## src/hw/rtl/lpmt_pkg.sv

```systemverilog
`timescale 1ns / 1ps

package lpmt_pkg;

    // Fixed-point format of the rotation coefficients
    localparam int COEF_W         = 16;
    localparam int COEF_FRAC_BITS = 14;
    localparam int COORD_W        = 32;
    localparam int PROD_W         = COEF_W + COORD_W;
    localparam int ROW_W          = 3 * COEF_W;
    localparam int TIME_W         = 64;
    localparam int OFFSET_W       = 32;
    localparam int BYTE_W         = 8;
    localparam int CFG_DATA_W     = ROW_W;
    localparam int CFG_INDEX_W    = 3;
    localparam int FUNC_W         = 2;

    // Item kinds
    localparam logic [FUNC_W-1:0] FUNC_HEADER = 2'd0;
    localparam logic [FUNC_W-1:0] FUNC_FRONT  = 2'd1;
    localparam logic [FUNC_W-1:0] FUNC_BACK   = 2'd2;
    localparam logic [FUNC_W-1:0] FUNC_NONE   = 2'd3;

    // Register indexes
    localparam logic [CFG_INDEX_W-1:0] REG_ROT_ROW0    = 3'd0;
    localparam logic [CFG_INDEX_W-1:0] REG_ROT_ROW1    = 3'd1;
    localparam logic [CFG_INDEX_W-1:0] REG_ROT_ROW2    = 3'd2;
    localparam logic [CFG_INDEX_W-1:0] REG_SHIFT_X     = 3'd3;
    localparam logic [CFG_INDEX_W-1:0] REG_SHIFT_Y     = 3'd4;
    localparam logic [CFG_INDEX_W-1:0] REG_SHIFT_Z     = 3'd5;
    localparam logic [CFG_INDEX_W-1:0] REG_MAX_INTERVAL = 3'd6;

    // Identity matrix at reset: a one on the diagonal of each row
    localparam logic [COEF_W-1:0] COEF_ONE = COEF_W'(1) << COEF_FRAC_BITS;
    localparam logic [ROW_W-1:0] ROW0_RESET = ROW_W'(COEF_ONE);
    localparam logic [ROW_W-1:0] ROW1_RESET = ROW_W'(COEF_ONE) << COEF_W;
    localparam logic [ROW_W-1:0] ROW2_RESET = ROW_W'(COEF_ONE) << (2 * COEF_W);

    typedef struct packed {
        logic can_merge;
        logic drop_front;
    } hdr_flags_t;

endpackage

```

## src/hw/rtl/lpmt_rot_row.sv

```systemverilog
`timescale 1ns / 1ps

module lpmt_rot_row (
    input  logic [lpmt_pkg::ROW_W-1:0]          row,
    input  logic signed [lpmt_pkg::COORD_W-1:0] x,
    input  logic signed [lpmt_pkg::COORD_W-1:0] y,
    input  logic signed [lpmt_pkg::COORD_W-1:0] z,
    input  logic signed [lpmt_pkg::COORD_W-1:0] shift,
    output logic signed [lpmt_pkg::COORD_W-1:0] result
);
    import lpmt_pkg::*;

    localparam int RND_W = PROD_W + 1;
    localparam int SUM_W = RND_W + 2;
    localparam logic signed [RND_W-1:0] ROUND_ADD = RND_W'(1) << (COEF_FRAC_BITS - 1);
    localparam logic signed [SUM_W-1:0] SAT_MAX = SUM_W'({1'b0, {(COORD_W-1){1'b1}}});
    localparam logic signed [SUM_W-1:0] SAT_MIN = -SAT_MAX - SUM_W'(1);

    logic signed [COEF_W-1:0]  coef [3];
    logic signed [COORD_W-1:0] coord [3];
    logic signed [PROD_W-1:0]  prod [3];
    logic signed [RND_W-1:0]   rnd [3];
    logic signed [SUM_W-1:0]   sum;

    assign coord[0] = x;
    assign coord[1] = y;
    assign coord[2] = z;

    always_comb
    begin
        sum = SUM_W'(shift);
        for (int k = 0; k < 3; k++)
        begin
            coef[k] = row[k*COEF_W +: COEF_W];
            prod[k] = PROD_W'(coef[k]) * PROD_W'(coord[k]);
            // round half up, then drop the fraction bits
            rnd[k]  = RND_W'(prod[k]) + ROUND_ADD;
            sum     = sum + SUM_W'(rnd[k] >>> COEF_FRAC_BITS);
        end
    end

    always_comb
    begin
        priority if (sum > SAT_MAX)
        begin
            result = SAT_MAX[COORD_W-1:0];
        end
        else if (sum < SAT_MIN)
        begin
            result = SAT_MIN[COORD_W-1:0];
        end
        else
        begin
            result = sum[COORD_W-1:0];
        end
    end

endmodule

```

## config.mk

```make
export PLATFORM = sky130hd
export DESIGN_NAME = lpmt_rot_row
export DESIGN_NICKNAME = d
export VERILOG_FILES = /design/src/hw/rtl/lpmt_pkg.sv /design/src/hw/rtl/lpmt_rot_row.sv
export SDC_FILE = /design/constraint.sdc
export NUM_CORES = 2
export LEC_CHECK = 0
export BUFFER_PORTS_ARGS = -buffer_cell sky130_fd_sc_hd__buf_4
export CORE_ASPECT_RATIO = 1.25
export CORE_UTILIZATION = 64
export DETAILED_ROUTE_END_ITERATION = 16
export PLACE_DENSITY = 0.82
export SLEW_MARGIN = 10
export SYNTH_ARGS = -nofsm -noshare
export SYNTH_HDL_FRONTEND = slang
export SYNTH_SLANG_ARGS = --single-unit
```

## constraint.sdc

```tcl
create_clock -name vclk -period 14.5
set_clock_uncertainty 0.1 [all_clocks]
set_input_delay 0.725 -clock vclk [all_inputs]
set_output_delay 0.725 -clock vclk [all_outputs]
set_load 0.1 [all_outputs]
```

Word-level counts from Yosys, hierarchy flattened
Index checks and enable logic that the tools add are counted.
{"block": "word_totals", "word_cells": 13, "regBits": 0, "in_bits": 176, "out_inout_bits": 32}
{"block": "op_classes", "mul": 3, "addsub": 6, "n_mux": 2, "n_lt_le_gt_ge": 2}
{"operator": "$add A48 B15 Y49 const B", "count": 3}
{"operator": "$mul A16 B32 Y48", "count": 3}
{"operator": "$mux W32", "count": 2}
{"operator": "$add A37 B35 Y38", "count": 1}
{"operator": "$gt A38 B32 Y1 const B", "count": 1}
{"operator": "$lt A38 B32 Y1 const B", "count": 1}
{"operator": "$add A36 B35 Y37", "count": 1}
{"operator": "$add A32 B35 Y36", "count": 1}

Longest topological paths before layout
{"block": "logic_depth", "ltp_word": 8, "mapped_depth": 45}

Least setup slack after synthesis
OpenSTA, ideal clock, no wires.
{"block": "synth_path", "path_kind": "input to output", "start": "input z[20] in the netlist's numbering", "end": "output result[10] in the netlist's numbering", "required_time_ps": 13675, "arrival_ps": 12155, "cell_stages": 40, "path_slack_ps": 1520, "n_path_buf": 2, "cell_sequence": "clkbuf_1 -> nand2_1 -> fa_1 -> fa_1 -> fa_1 -> inv_1 -> fa_1 -> fa_1 -> inv_1 -> fa_1 -> inv_1 -> ha_1 -> a21o_1 -> a21o_1 -> a21o_1 -> or2_2 -> or3_1 -> o211ai_1 -> [... 4 more ...] -> xor2_1 -> fa_1 -> inv_1 -> fa_1 -> inv_1 -> ha_1 -> clkbuf_1 -> a21o_1 -> a21o_1 -> a21o_1 -> a21o_1 -> a221o_1 -> a31oi_1 -> mux2i_1 -> o311ai_2 -> nor4_4 -> a21oi_2 -> o21ai_0"}
{"block": "synth_between", "elab_chain_len": 6, "elab_cells_between_ends": 7}
{"element": "start: declaration", "line_no": "lpmt_rot_row.sv:7", "text": "input logic signed [lpmt_pkg::COORD_W-1:0] z,"}
{"element": "$mul A16 B32 Y48 *", "line_no": "lpmt_rot_row.sv:35", "text": "prod[k] = PROD_W'(coef[k]) * PROD_W'(coord[k]);"}
{"element": "$add A48 B15 Y49 *", "line_no": "lpmt_rot_row.sv:37", "text": "rnd[k] = RND_W'(prod[k]) + ROUND_ADD;"}
{"element": "$add A37 B35 Y38 *", "line_no": "lpmt_rot_row.sv:38", "text": "sum = sum + SUM_W'(rnd[k] >>> COEF_FRAC_BITS);"}
{"element": "$lt A38 B32 Y1", "line_no": "lpmt_rot_row.sv:48", "text": "else if (sum < SAT_MIN)"}
{"element": "$mux W32", "line_no": "lpmt_rot_row.sv:48"}
{"element": "$mux W32 *", "line_no": "lpmt_rot_row.sv:44", "text": "priority if (sum > SAT_MAX)"}
{"element": "end: declaration", "line_no": "lpmt_rot_row.sv:9", "text": "output logic signed [lpmt_pkg::COORD_W-1:0] result"}
Every way passes the cells marked *; elsewhere a longest branch is shown, timed or not.

Worst setup path after layout
{"block": "layout_path", "start": "input row[23] in the netlist's numbering", "end": "output result[11] in the netlist's numbering"}
{"block": "layout_between", "elab_chain_len": 7, "elab_cells_between_ends": 8}
{"element": "start: declaration", "line_no": "lpmt_rot_row.sv:4", "text": "input logic [lpmt_pkg::ROW_W-1:0] row,"}
{"element": "$mul A16 B32 Y48 *", "line_no": "lpmt_rot_row.sv:35"}
{"element": "$add A48 B15 Y49 *", "line_no": "lpmt_rot_row.sv:37"}
{"element": "$add A36 B35 Y37 *", "line_no": "lpmt_rot_row.sv:38"}
{"element": "$add A37 B35 Y38 *", "line_no": "lpmt_rot_row.sv:38"}
{"element": "$lt A38 B32 Y1", "line_no": "lpmt_rot_row.sv:48"}
{"element": "$mux W32", "line_no": "lpmt_rot_row.sv:48"}
{"element": "$mux W32 *", "line_no": "lpmt_rot_row.sv:44"}
Marks and branches as above.

==> reports/results.ini <==
[floorplan]
start_util = 0.646
die_h_um = 331
dieArea_um2 = 87600
num_rows = 120
fp.coreArea_um2 = 85600
ios = 208
die_w_um = 265

[yosys]
synthDistinctLibCells = 66
synth_fp_nets = 8310
synthSimpleGateAreaFrac = 0.157
synth-compound-area-share = 0.0458
ys_warn_count = 0
netlist_area_um2 = 55300
synth_top_family_by_area = adder cells
synth-xor-area-share = 0.0227
synth_fa_ha_area_frac = 0.642
synth_seq_area_share = 0
postSynthCellCount = 6223
synthMuxAreaShare = 0.000362
syn_area_per_cell_um2 = 8.88

[drt]
drt_iter0_markers = 2879
vias = 41600
drt-pass1-iter-count = 5
wirelength_mm = 144
drc = 0
wl_per_cell_um = 19.8
detail-route-antenna-nets = 0
vias_per_cell = 5.71

[setup_path]
cp_slowest_cell = a21oi_2
crit_top_cell = fa_1
critPathLaunchType = input port
cpLargestDelayFamily = compound AO/OA/AOI/OAI gates
cp_max_fo = 32
cp_slowest_stage_delay_ps = 940
arrival_ps = 12890
criticalPathCategory = input port to output pin
crit_start = row[23]
end_kind = output pin
cp.required_ps = 13680
cp.buffers_inverters = 8

[global_routing]
globalRoute.totalOverflow = 0
track_usage = 0.346
grt_pass1_wl_mm = 235
grt_pass1_vias = 46900
antenna_found_initial = 9
grt_max_degree = 33

[final_layout]
clock_buffers = 0
final_cells = 7287
area_growth_pct = 3.70
nets = 8272
seq_area_um2 = 0
layout-drive-gt1-share = 0.0412
nFlopsAndLatches = 0

[sta]
slew_headroom = 0.292
worst_slack_ps = 785
tns_ps = 0
finalHoldViolations = 0
min_period_over_period = 0.946
slew_violations = 0
fin_crit_ps = 13720
tightestPinTransition_ps = 1060
finalSetupViolCount = 0
rsz0062_at_grt = false
clock.fmax_mhz = 72.9

[cts]
post_cts_buffers = 0
ctsResizeCount = 0
holdBufCountCts = 0

[flow_run]
drv_cap = 0

[placement]
hpwlAfterDp_mm = 119
dpl.cell_count = 7281
port-buffer-count = 208
dpl_worst_slack_ps = 875
gp_congestion = 0.942

[hold_path]
hold_start = shift[0]
hp-class = input port to output pin

[outcome]
status = complete, no violations

Yosys cell counts (3+ instances only):
cell type,instances,area share
a211oi_1,10,0.0014
a21boi_0,3,0.00041
a21o_1,73,0.0099
a21oi_1,130,0.012
a21oi_2,3,0.00048
a221oi_1,4,0.00063
a31oi_1,8,0.00091
a41oi_1,3,0.00048
and2_1,499,0.056
and3_1,9,0.0010
and4_1,4,0.00063
buf_2,3,0.00027
clkbuf_1,251,0.017
fa_1,1544,0.56
ha_1,367,0.083
inv_1,1680,0.11
nand2_1,1005,0.068
nand2b_1,63,0.0071
nand3_1,31,0.0028
nand3_2,5,0.00091
nand4_1,29,0.0033
nor2_1,122,0.0083
nor2b_1,17,0.0019
nor3_1,27,0.0024
nor3b_1,4,0.00054
nor4_1,5,0.00057
o211ai_1,4,0.00054
o21a_1,25,0.0034
o21ai_0,59,0.0053
o21ai_1,5,0.00045
o21ai_2,6,0.00095
o21ba_2,3,0.00054
o21bai_1,17,0.0023
o311ai_0,4,0.00063
o31ai_1,6,0.00081
or2_2,9,0.0010
or3_1,5,0.00057
xnor2_1,95,0.015
xor2_1,48,0.0076
stage by stage:
step                      instance area, um^2  hold slack (ps)  utilization
after floorplan                         55300             2370            -
after global placement                  57300             2340        0.670
after detailed placement                57300             2360        0.670
after CTS                               57300             2360        0.670
after global routing                    57300             2430        0.670
final                                   57300             2350        0.670
placed cells by master, fill, tap and decap left out, types with 3 or more instances in the layout:
cell / instances
diode_2: 6
a21oi_1: 130
buf_4: 219
nor3b_1: 4
and2_1: 499
ha_1: 367
nor2b_1: 17
a21o_1: 73
o21ai_0: 59
nor2_1: 122
xnor2_1: 95
nor4_1: 5
xor2_1: 48
inv_1: 1680
nand2_1: 1005
a31oi_1: 8
a41oi_1: 3
nand4_1: 29
o21ai_1: 5
nand2b_1: 63
o21a_1: 25
and3_1: 9
o21bai_1: 17
and4_1: 4
or3_1: 5
a211oi_1: 10
o21ai_2: 5
fa_1: 1544
nor3_1: 27
a221oi_1: 4
o311ai_0: 4
o31ai_1: 6
or2_2: 9
a21oi_2: 3
a21boi_0: 3
o21ba_2: 3
nand3_1: 31
nand3_2: 5
o211ai_1: 4
cell type report:
cell class / instances / area (um^2)
multi-input combinational: 4284 / 48000
fill: 6679 / 28300
inverter: 1680 / 6310
timing repair buffer: 219 / 1640
tap: 1098 / 1370
antenna: 6 / 15.0
worst paths after layout:
kind         end  cells past startpoint
min    result[0]                      8
max   result[11]                     38
kinds of logic after synthesis:
family                   Yosys count
AND/OR/NAND/NOR                 1839
buffers and inverters           1939
AO/OA/AOI/OAI                    389
adder cells (fa/ha/maj)         1911
multiplexers                       2
XOR/XNOR                         143
layer usage:
layer  routed length (um)  track usage
met1                49400        0.405
met3                11500       0.0510
met5                   35            0
met4                 9750        0.206
met2                73800        0.607
Power is left out: the tool's default activity adds up to more than one toggle a clock period on the data nets, which glitch-free logic cannot reach.
