### src/hw/rtl/lpmt_pkg.sv
`timescale 1ns / 1ps

package lpmt_pkg;

    // Fixed-point format of the rotation coefficients
    localparam int COEF_W         = 16;
    localparam int COEF_FRAC_BITS = 14;
    localparam int COORD_W        = 32;
    localparam int PROD_W         = COEF_W + COORD_W;
    localparam int ROW_W          = 3 * COEF_W;
    localparam int TIME_W         = 64;
    localparam int OFFSET_W       = 32;
    localparam int BYTE_W         = 8;
    localparam int CFG_DATA_W     = ROW_W;
    localparam int CFG_INDEX_W    = 3;
    localparam int FUNC_W         = 2;

    // Item kinds
    localparam logic [FUNC_W-1:0] FUNC_HEADER = 2'd0;
    localparam logic [FUNC_W-1:0] FUNC_FRONT  = 2'd1;
    localparam logic [FUNC_W-1:0] FUNC_BACK   = 2'd2;
    localparam logic [FUNC_W-1:0] FUNC_NONE   = 2'd3;

    // Register indexes
    localparam logic [CFG_INDEX_W-1:0] REG_ROT_ROW0    = 3'd0;
    localparam logic [CFG_INDEX_W-1:0] REG_ROT_ROW1    = 3'd1;
    localparam logic [CFG_INDEX_W-1:0] REG_ROT_ROW2    = 3'd2;
    localparam logic [CFG_INDEX_W-1:0] REG_SHIFT_X     = 3'd3;
    localparam logic [CFG_INDEX_W-1:0] REG_SHIFT_Y     = 3'd4;
    localparam logic [CFG_INDEX_W-1:0] REG_SHIFT_Z     = 3'd5;
    localparam logic [CFG_INDEX_W-1:0] REG_MAX_INTERVAL = 3'd6;

    // Identity matrix at reset: a one on the diagonal of each row
    localparam logic [COEF_W-1:0] COEF_ONE = COEF_W'(1) << COEF_FRAC_BITS;
    localparam logic [ROW_W-1:0] ROW0_RESET = ROW_W'(COEF_ONE);
    localparam logic [ROW_W-1:0] ROW1_RESET = ROW_W'(COEF_ONE) << COEF_W;
    localparam logic [ROW_W-1:0] ROW2_RESET = ROW_W'(COEF_ONE) << (2 * COEF_W);

    typedef struct packed {
        logic can_merge;
        logic drop_front;
    } hdr_flags_t;

endpackage

### src/hw/rtl/lpmt_time_unit.sv
`timescale 1ns / 1ps

module lpmt_time_unit (
    input  logic [lpmt_pkg::TIME_W-1:0]   stamp_ns,
    input  logic [lpmt_pkg::TIME_W-1:0]   front_base_ns,
    input  logic [lpmt_pkg::TIME_W-1:0]   back_base_ns,
    input  logic [lpmt_pkg::OFFSET_W-1:0] gap_limit,
    input  logic [lpmt_pkg::TIME_W-1:0]   timebase,
    output logic [lpmt_pkg::OFFSET_W-1:0] rel_time,
    output lpmt_pkg::hdr_flags_t          flags,
    output logic [lpmt_pkg::TIME_W-1:0]   new_timebase
);
    import lpmt_pkg::*;

    logic              front_le_back;
    logic [TIME_W-1:0] gap;
    logic [TIME_W-1:0] diff;

    // Header: earlier base time and the absolute gap
    assign front_le_back  = (front_base_ns <= back_base_ns);
    assign gap            = front_le_back ? (back_base_ns - front_base_ns)
                                          : (front_base_ns - back_base_ns);
    assign new_timebase   = front_le_back ? front_base_ns : back_base_ns;
    assign flags.drop_front = front_le_back;
    assign flags.can_merge  = (gap <= TIME_W'(gap_limit));

    // Point: clamp at zero, saturate at the top of the offset range
    assign diff = stamp_ns - timebase;

    always_comb
    begin
        priority if (stamp_ns <= timebase)
        begin
            rel_time = '0;
        end
        else if (diff[TIME_W-1:OFFSET_W] != '0)
        begin
            rel_time = '1;
        end
        else
        begin
            rel_time = diff[OFFSET_W-1:0];
        end
    end

endmodule

### config.mk
export PLATFORM = sky130hd
export DESIGN_NAME = lpmt_time_unit
export DESIGN_NICKNAME = d
export VERILOG_FILES = /design/src/hw/rtl/lpmt_pkg.sv /design/src/hw/rtl/lpmt_time_unit.sv
export SDC_FILE = /design/constraint.sdc
export NUM_CORES = 1
export LEC_CHECK = 0
export BUFFER_PORTS_ARGS = -buffer_cell sky130_fd_sc_hd__buf_2
export CELL_PAD_IN_SITES_DETAIL_PLACEMENT = 0
export CELL_PAD_IN_SITES_GLOBAL_PLACEMENT = 1
export CORE_UTILIZATION = 38
export DETAILED_ROUTE_END_ITERATION = 8
export PLACE_DENSITY_LB_ADDON = 0.1
export SLEW_MARGIN = 20
export SYNTH_ARGS = -nofsm -noshare
export SYNTH_HDL_FRONTEND = slang
export SYNTH_SLANG_ARGS = --single-unit
### constraint.sdc
create_clock -name vclk -period 8.2
set_input_delay 1.23 -clock vclk [all_inputs]
set_output_delay 1.23 -clock vclk [all_outputs]
set_load 0.02 [all_outputs]
Yosys cells after proc, flatten, opt, wreduce, memory -nomap -nowiden
Cells that the tools add are included. Widths: inputs -> output; s select.

Bits in registers: 0. Output and inout bits: 98. Logic and storage cells: 11.

$add $sub $neg: 3. $lt $le $gt $ge: 3. Multiplexer cells: 4. Reduce and logical (&&, ||, !) cells: 1.

Operators by type and width (number): $sub 64x64->64 (3); $le 64x64->1 (2); $mux 64 (2); $le 64x32->1 (1); $mux 32 (2); $reduce_bool 32->1 (1).

Longest topological paths before layout
Gate-level depths: netlist of run 1.

Depth after elaboration: 4. Mapped depth: 31.

Worst setup path before layout of run 1
OpenSTA, ideal clock, no wires.

Kind: input -> output. From: in front_base_ns[56] (netlist name). To: out flags[1] (netlist name). Arrival: 6.695 ns. Required time: 6.970 ns. Setup slack: 0.275 ns. Cell stages on the path: 27. Cells stage by stage: inv_1 > ha_1 > clkbuf_1 > nand4_1 > nor4_1 > mux2_2 > a31oi_1 > buf_2 > buf_2 > clkbuf_1 > buf_1 > a21oi_1 > xor2_1 > ha_1 > a21o_1 > a21oi_1 > nor2b_1 > o21ai_0 > a21oi_1 > a211oi_1 > nor3_1 > a211oi_1 > a31oi_1 > a2111oi_0 > and4_1 > nand4_1 > nor3_1.

RTL lines: from (decl) (RTL line lpmt_time_unit.sv:5) `input logic [lpmt_pkg::TIME_W-1:0] front_base_ns,`; to (decl) (RTL line lpmt_time_unit.sv:10) `output lpmt_pkg::hdr_flags_t flags,`.

==> key figures, run 1 <==
Pwr
  • Sequential power share: 0%
  • Worst VDD drop: 0.00004211 V
  • Leak Pwr: 0.008074 uW
  • Power Internal: 583.2 uW
  • Clock Power Share: 0%
  • Power per standard cell area: about 95 nW/um^2
  • Net Sw Power: 971.9 uW
  • Comb power frac: between 90% and 100%
  • Switching share of power: 62.50%

Critical path
  • Crit-path max cell delay: 0.39 ns
  • CP Data Required Time: 6.97 ns
  • CP Class: input port to primary output
  • CP dominant cell by count: a21oi_1
  • Slowest CP cell: ha_1
  • Worst setup SP type: input port
  • Crit Path Max Fanout: 7
  • Crit path capture type: primary output
  • CP Data Arrival Time: 6.60 ns

Yosys
  • Cell Area, Synth: 14020 sq um
  • Post-synth top cells: 291 x a21oi_1, 267 x inv_1, 234 x nand2_1
  • Most frequent cell after synthesis: a21oi_1
  • Area contributors post-synth: ha_1 20%, a21oi_1 10%, inv_1 7.1%
  • Synth area leader: ha_1
  • Mapped Avg Cell Area: ~6.3 sq um
  • Syn Inst Count: ~2200
  • Synth top area share: 19.90%
  • Seq/Total Area, Yosys: 0%
  • Yosys warns: 0
  • Distinct cells, synth: between 90 and 100
  • Post-synth net total: 2746

Timing
  • Pins Over Slew Limit: 0
  • WHS: around 2.8 ns
  • Setup TNS: 0 ns
  • Setup violators final: 0
  • Setup WS post-layout: 0.3737 ns
  • Max Clk Rate: 127.8 MHz
  • RSZ-0062 raised after global routing: no
  • Tcrit/Tclk final: between 90% and 100%
  • Least-Margin Pin Slew: 1.038 ns
  • Relative slew slack: 30.81%
  • Final hold vios: 0
  • Final Critical Period: between 7 and 8 ns

Clocking
  • Setup bufs post-CTS: 0

Routing
  • Avg WL per Cell: 18.83 um
  • Routed vias/inst: approximately 5.7
  • Antenna viol nets, final: 0
  • Met2 WL post-DR: ~27000 um
  • Drt first pass iters: 7
  • 1st-iter DRT viols: 1067
  • Routed wl met3: about 3100 um
  • Top Metal Used: met5
  • DR vias: 17310
  • Final wirelength: 56880 um
  • # DRC: 0
  • Met1 WL: 24620 um

Layout
  • Area Overhead vs Synth: 17.10%
  • Ratio of cells with drive above 1 in the final layout: 20.67%
  • Sequential cell count: 0
  • Sequential Area: 0 sq um
  • Non-filler cells, final: approximately 3000
  • CLK BUF: 0
  • Nets: about 3100

Placed design
  • Port Buffers: 386
  • Routability-driven placement congestion ratio: 0.9515
  • HPWL Detailed: roughly 49000 um
  • Pre-CTS setup slack: 0.1014 ns
  • Placed Instances: 3011

GRT
  • First-pass GRT wire length: 88230 um
  • Vias in the first global route: 16830
  • All-Layer GR Usage: 28.55%
  • Grt total ovfl: 0
  • Largest net degree at the start of global routing: 73
  • Initial antenna violation count: 14

Job
  • Max cap viols: 0

Floorplanning
  • Cell Rows: 69
  • Initial Util: 39.04%
  • DIE WIDTH: a little under 200 um
  • # IOs: 386
  • Core ar.: approximately 36000 sq um
  • Die H: 194.1 um
  • Die area: 37670 sq um

Run status
  • Status: finished, final reports clean

Min path
  • Hold WC Path Type: input port to primary output
-- placed cells by master, fill, tap and decap left out, types with 18 or more instances in the layout --
cell / count
o211ai_1: 23
a31oi_1: 26
o21a_1: 29
a21o_1: 52
a21oi_2: 35
a21oi_1: 288
buf_4: 54
nand3_1: 27
o21ai_1: 38
xor2_1: 52
a211oi_1: 28
xnor2_1: 53
inv_1: 267
nand4_1: 76
nor4_1: 20
nand2b_1: 19
nor3_1: 40
ha_1: 214
o21bai_1: 30
nor2_1: 120
nand2_1: 233
buf_2: 386
nor2b_1: 20
o21ai_0: 192
and2_1: 18
-- layer usage --
layer / track usage (%) / vias to the layer above
met4: 9.612 / 10
met3: 3.218 / 121
met5: 0 / -
met2: 50.40 / 592
li1: - / 8636
met1: 35.74 / 7953
-- layout make-up --
type | instances | area, sq um
antenna | 9 | 22.52
fill | 3979 | 19500
inverter | 269 | 1010
multi-input combinational | 1838 | 12420
tap | 461 | 576.8
timing repair buffer | 443 | 2389
-- repair_timing --
item | CTS | global route
hold buffers | 0 | 0
endpoints found under the setup margin | 0 | 1
resized for setup | 0 | 22
-- worst max-delay path, delay by kind of cell --
| kind | cells | cell delay, ns |
|---|---|---|
| AND/OR/NAND/NOR | 6 | 0.89 |
| AO/OA/AOI/OAI | 14 | 2.62 |
| XOR/XNOR | 1 | 0.17 |
| multiplexers | 1 | 0.28 |
| buffers and inverters | 6 | 0.85 |
| adder cells (fa/ha/maj) | 2 | 0.58 |
-- cells by family (layout without fill, tap and decap cells) --
group	after synthesis	in the layout	share of synthesized area, %
adders and majority gates	226	226	20.33
AOI/OAI and AO/OA	861	861	38.18
muxes	17	17	1.231
other	0	9	0
and+or+nand+nor	629	629	21.73
buffers and inverters	394	712	11.98
xor gates and xnor gates	105	105	6.559
-- per-stage QoR --
step	total power (uW)	instance area, sq um	util [%]
after global routing	1706	16410	45.69
after global placement	1528	16330	45.46
after CTS	1534	16330	45.46
after floorplan	1047	14020	-
after detailed placement	1523	16330	45.46
final	1555	16420	45.71
-- worst paths after layout --
path | from | endpoint | slack [ns] | cells past startpoint
setup / recovery | front_base_ns[39] | flags[1] | 0.37 | 30
hold / removal | back_base_ns[45] | new_timebase[45] | 2.81 | 4
-- power by group through the flow --
stage | registers [uW] | logic (uW) | clock network [uW]
3_5_place_dp | 0 | 1520 | 0
4_1_cts | 0 | 1530 | 0
2_1_floorplan | 0 | 1050 | 0
5_1_grt | 0 | 1710 | 0.0000817
6_report | 0 | 1560 | 0.000147
3_3_place_gp | 0 | 1530 | 0
(Power assumes the default switching activity.)
==> run 2, diff against run 1 <==
CELL_PAD_IN_SITES_DETAIL_PLACEMENT = 1   (was 0)
clock period = 8.6 ns   (was 8.2 ns; I/O delays follow)
==> run 2 against run 1 <==
Setup slack got worse by 0.069 ns. First-iteration DRC count shrank 2.2%. Cell area down 1.4%. Combinational power fell by 5%. Largest cell class unchanged. Largest power group unchanged. Highest routed layer unchanged.
==> key figures, run 2 (same netlist as run 1, synthesis figures left out) <==
Run status
  • Status: finished, final reports clean (unchanged)

GRT
  • Grt total ovfl: 0 (unchanged)
  • First-pass GRT wire length: 93820 um (was 88230 um)
  • Vias in the first global route: 17800 (was 16830)
  • Largest net degree at the start of global routing: 112 (was 73)
  • Initial antenna violation count: 14 (unchanged)
  • All-Layer GR Usage: 29.91% (was 28.55%)

Routing
  • # DRC: 0 (unchanged)
  • Final wirelength: 59440 um (was 56880 um)
  • 1st-iter DRT viols: 1044 (was 1067)
  • Drt first pass iters: 5 (was 7)
  • Routed vias/inst: 5.817 (was 5.732)
  • DR vias: 17420 (was 17310)
  • Antenna viol nets, final: 0 (unchanged)
  • Avg WL per Cell: 19.85 um (was 18.83 um)

Floorplanning
  • DIE WIDTH: 194.1 um (unchanged)
  • Cell Rows: 69 (unchanged)
  • Die area: 37670 sq um (unchanged)
  • Core ar.: 35910 sq um (unchanged)
  • # IOs: 386 (unchanged)
  • Die H: 194.1 um (unchanged)
  • Initial Util: 39.04% (unchanged)

Pwr
  • Power per standard cell area: 91.35 nW/um^2 (was 94.72 nW/um^2)
  • Worst VDD drop: 0.00003738 V (was 0.00004211 V)
  • Leak Pwr: 0.007947 uW (was 0.008074 uW)
  • Total power: 1479 uW (was 1555 uW)

Critical path
  • CP Data Arrival Time: 7.01 ns (was 6.60 ns)
  • Worst setup SP type: input port (unchanged)
  • Crit Path Max Fanout: 56 (was 7)
  • Crit path capture type: primary output (unchanged)
  • CP Data Required Time: 7.31 ns (was 6.97 ns)
  • CP Class: input port to primary output (unchanged)

Layout
  • Sequential cell count: 0 (unchanged)
  • Area Overhead vs Synth: 15.49% (was 17.10%)
  • Ratio of cells with drive above 1 in the final layout: 19.59% (was 20.67%)
  • Most frequent cells in the layout: 386 x buf_2, 290 x a21oi_1, 267 x inv_1 (was 386 x buf_2, 288 x a21oi_1, 267 x inv_1)
  • Nets: 3038 (was 3066)
  • Non-filler cells, final: 2994 (was 3020)
  • Core Util, Final: 45.09% (was 45.71%)
  • Sequential Area: 0 sq um (unchanged)
  • CLK BUF: 0 (unchanged)
  • Commonest non-fill, non-tap cell in the layout: buf_2 (unchanged)
  • Fillers: 4984 (was 3979)

Min path
  • Hold WC Path Type: input port to primary output (unchanged)

Timing
  • Final hold vios: 0 (unchanged)
  • Final Critical Period: 8.295 ns
  • Relative slew slack: 25.71% (was 30.81%)
  • Max Clk Rate: 120.5 MHz
  • Setup WS post-layout: 0.3045 ns (was 0.3737 ns)
  • Setup violators final: 0 (unchanged)
  • Least-Margin Pin Slew: 1.105 ns (was 1.038 ns)
  • Tcrit/Tclk final: 96.46%
  • Setup TNS: 0 ns (unchanged)
  • Pins Over Slew Limit: 0 (unchanged)
  • RSZ-0062 raised after global routing: no (unchanged)

Placed design
  • Placed Instances: 2983 (was 3011)
  • HPWL Detailed: 51680 um (was 49430 um)
  • Pre-CTS setup slack: 0.1066 ns (was 0.1014 ns)
  • Routability-driven placement congestion ratio: 0.9732 (was 0.9515)
  • Port Buffers: 386 (unchanged)

Job
  • Max cap viols: 0 (unchanged)

Clocking
  • Setup bufs post-CTS: 0 (unchanged)
  • Hold-fix buffers, CTS: 0 (unchanged)
-- run 2: changes by cell type in the layout (fill, tap and decap cells not counted), sizes merged --
cell,delta
buf,-28
diode,+2
-- run 2: final cells by class --
class                      count  area [sq um]  share of cell area [%]
tap                          461         576.8                   3.562
multi-input combinational   1838         12410                   76.66
timing repair buffer         415          2166                   13.38
inverter                     269          1010                   6.236
antenna                       11         27.53                  0.1700
-- run 2: path summary, 6_finish.rpt --
check                         endpoint              start  slack (ns)  cells after the start
worst min-delay path  new_timebase[41]   back_base_ns[41]        2.93                      4
worst max-delay path          flags[1]  front_base_ns[49]        0.30                     26
-- run 2: power breakdown --
part	leakage (uW)	internal, uW	total [uW]	switching, uW
registers	0	0	0	0
logic	0.00795	540	1480	940
clock network	0.0000000697	0.000172	0.000172	0
-- run 2: metrics by stage --
step	hold WS, ns	instance area [sq um]
2_1_floorplan	2.832	14020
3_3_place_gp	2.928	16110
3_5_place_dp	2.937	16110
4_1_cts	2.938	16110
5_1_grt	2.952	16180
6_report	2.934	16190
-- run 2: what timing repair did --
item,in CTS,in global routing
hold endpoints to repair,0,0
setup endpoints to repair,0,1
resized for setup,0,16
-- run 2: critical path: stages --
cell and delay [ns]:
buf_2 0.09, inv_1 0.05, ha_1 0.52, a21oi_1 0.15, o21ai_1 0.27, a21o_1 0.22
a21oi_1 0.17, mux2_2 0.34, a31oi_4 0.20, buf_12 0.26, mux2i_1 0.30, o221ai_1 0.16
a221oi_1 0.30, xnor2_1 0.16, ha_1 0.26, o21ai_0 0.16, a21oi_1 0.06, o21ai_0 0.28
nand3_1 0.20, a211oi_2 0.27, a31oi_1 0.10, a2111oi_0 0.27, and4_1 0.24, nand4_1 0.12
nor3_1 0.31, buf_2 0.22
-- run 2: routing by layer --
| layer | routed length [um] | track usage (%) | vias up |
|---|---|---|---|
| met5 | 85 | 0 | - |
| met3 | 2815 | 2.940 | 78 |
| met2 | 29320 | 55.44 | 494 |
| met1 | 25970 | 37.10 | 8268 |
| li1 | - | - | 8563 |
| met4 | 1246 | 5.908 | 12 |
==> run 3, diff against run 2 <==
CORE_MARGIN = 4   (was default)
==> run 3 against run 2 <==
Core utilization is 0.39 points lower. Sequential share of layout area stayed put. Die area grew 6.3%. First-iteration DRC count increased by 0.77%. Final cell count is 0.60% higher. Worst hold slack is essentially flat. Via count is 1.7% higher. Routed wire length is 5.3% higher. Critical path depth unchanged. Total power is 2.0% higher. Clock-buffer cell count did not move. Largest cell class unchanged.
==> key figures, run 3 (same netlist as run 1, synthesis figures left out) <==
GRT
  • Grt total ovfl: 0 (unchanged)
  • Vias in the first global route: 18190 (was 17800)
  • First-pass GRT wire length: 96960 um (was 93820 um)
  • Initial antenna violation count: 14 (unchanged)
  • Largest net degree at the start of global routing: 104 (was 112)
  • All-Layer GR Usage: 29.37% (was 29.91%)

Critical path
  • CP Data Required Time: 7.31 ns (about the same)
  • Crit path capture type: primary output (unchanged)
  • Worst setup SP type: input port (unchanged)
  • Worst setup path endpoint: flags[1] (unchanged)
  • CP startpoint: front_base_ns[50] (was front_base_ns[49])
  • CP Data Arrival Time: 6.90 ns (was 7.01 ns)
  • CP Class: input port to primary output (unchanged)
  • Crit Path Max Fanout: 48 (was 56)

Timing
  • Setup violators final: 0 (unchanged)
  • Final Critical Period: 8.192 ns (was 8.295 ns)
  • Pins Over Slew Limit: 0 (unchanged)
  • Max Clk Rate: 122.1 MHz (was 120.5 MHz)
  • Tcrit/Tclk final: 95.25% (was 96.46%)
  • Final hold vios: 0 (unchanged)
  • Relative slew slack: 28.61% (was 25.71%)
  • Least-Margin Pin Slew: 1.071 ns (was 1.105 ns)
  • RSZ-0062 raised after global routing: no (unchanged)

Floorplanning
  • DIE WIDTH: 200.1 um (was 194.1 um)
  • Initial Util: 38.39% (was 39.04%)
  • Cell Rows: 70 (was 69)
  • Core ar.: 36520 sq um (was 35910 sq um)
  • # IOs: 386 (unchanged)
  • Die area: 40030 sq um (was 37670 sq um)
  • Die H: 200.1 um (was 194.1 um)

Pwr
  • Leak Pwr: 0.008020 uW (was 0.007947 uW)
  • Power per standard cell area: 92.43 nW/um^2 (was 91.35 nW/um^2)
  • Worst VDD drop: 0.00003616 V (was 0.00003738 V)
  • Total power: 1509 uW (was 1479 uW)

Layout
  • Final instance area: 16320 sq um (was 16190 sq um)
  • Sequential cell count: 0 (unchanged)
  • Area Overhead vs Synth: 16.43% (was 15.49%)
  • Ratio of cells with drive above 1 in the final layout: 20.23% (was 19.59%)
  • CLK BUF: 0 (unchanged)
  • Sequential Area: 0 sq um (unchanged)
  • Most frequent cells in the layout: 386 x buf_2, 288 x a21oi_1, 267 x inv_1 (was 386 x buf_2, 290 x a21oi_1, 267 x inv_1)
  • Fillers: 5073 (was 4984)
  • Nets: 3052 (was 3038)
  • Multi-input gate area: 12430 sq um (was 12410 sq um)
  • Commonest non-fill, non-tap cell in the layout: buf_2 (unchanged)

Placed design
  • Routability-driven placement congestion ratio: 0.9653 (was 0.9732)
  • Port Buffers: 386 (unchanged)
  • Placement-stage cell area: 16200 sq um (was 16110 sq um)
  • HPWL Detailed: 54430 um (was 51680 um)

Routing
  • # DRC: 0 (unchanged)
  • Final wirelength: 62560 um (was 59440 um)
  • Drt first pass iters: 5 (unchanged)
  • Avg WL per Cell: 20.77 um (was 19.85 um)
  • DR vias: 17720 (was 17420)
  • Routed vias/inst: 5.881 (was 5.817)
  • 1st-iter DRT viols: 1052 (was 1044)
  • Antenna viol nets, final: 0 (unchanged)

Min path
  • Hold WC Path Type: input port to primary output (unchanged)

Run status
  • Status: finished, final reports clean (unchanged)

Job
  • Max cap viols: 0 (unchanged)
## run 3: cell types whose count changed in the layout (fill, tap and decap cells not counted), sizes merged
| cell | previous run | this run |
|---|---|---|
| buf | 415 | 429 |
| diode | 11 | 8 |
## run 3: stage by stage
| step | setup TNS, ns | setup slack, ns | std cells | hold WS [ns] | util (%) |
|---|---|---|---|---|---|
| finish | 0 | 0.4084 | 3012 | 2.934 | 44.70 |
| global placement | 0 | 0.1257 | 3001 | 2.929 | 44.35 |
| floorplan | 0 | 0.5554 | 2232 | 2.832 | - |
| CTS | 0 | 0.08047 | 3001 | 2.939 | 44.35 |
| global route | 0 | 0.05920 | 3010 | 2.967 | 44.68 |
| detailed placement | -0.08363 | -0.08363 | 3001 | 2.938 | 44.35 |
## run 3: area by class of cell
class | count | share of cell area (%)
inverters | 269 | 6.216
diodes | 8 | 0.1226
repair buffers | 429 | 13.91
multi-input cells | 1838 | 76.16
well taps | 468 | 3.587
## run 3: where the power goes
group          leakage (uW)  internal (uW)  switching (uW)
Combinational       0.00802            548             961
Sequential                0              0               0
Clock          0.0000000507       0.000125               0
Total               0.00802            548             961
## run 3: worst max-delay path, stage by stage
cell       delay (ns)
buf_2            0.09
inv_1            0.05
ha_1             0.49
nand4_1          0.30
nor4_1           0.25
buf_4            0.19
mux2_2           0.36
a31oi_4          0.25
buf_12           0.27
buf_6            0.25
nor2_1           0.08
o22ai_1          0.15
xor2_1           0.17
ha_1             0.26
nor2b_1          0.13
o21ai_0          0.15
nand2b_1         0.09
a211oi_1         0.28
o21ai_0          0.24
a211oi_1         0.27
a31oi_1          0.11
a2111oi_2        0.23
and4_1           0.23
nand4_1          0.14
nor3_1           0.31
buf_2            0.22
## run 3: metal layers
metal  share of wire, %  GRT usage (%)
met5               0.13              0
met4                2.7          7.145
met3                4.7          2.870
met2                 50          53.79
met1                 43          36.97
## run 3: what timing repair did
action	4_1_cts	5_1_grt
hold buffers	0	0
buffers inserted	0	3
endpoints found under the hold margin	0	0
endpoints found under the setup margin	1	1
pin swaps	0	2
resized for setup	2	23
## run 3: worst min path at each step
stage	startpoint	endpoint	slack, ns	cells after the start
5_1_grt	back_base_ns[41]	new_timebase[41]	2.97	4
2_1_floorplan	back_base_ns[0]	new_timebase[0]	2.83	2
3_5_place_dp	back_base_ns[41]	new_timebase[41]	2.94	4
3_3_place_gp	back_base_ns[42]	new_timebase[42]	2.93	4
6_report	back_base_ns[41]	new_timebase[41]	2.93	4
4_1_cts	back_base_ns[41]	new_timebase[41]	2.94	4
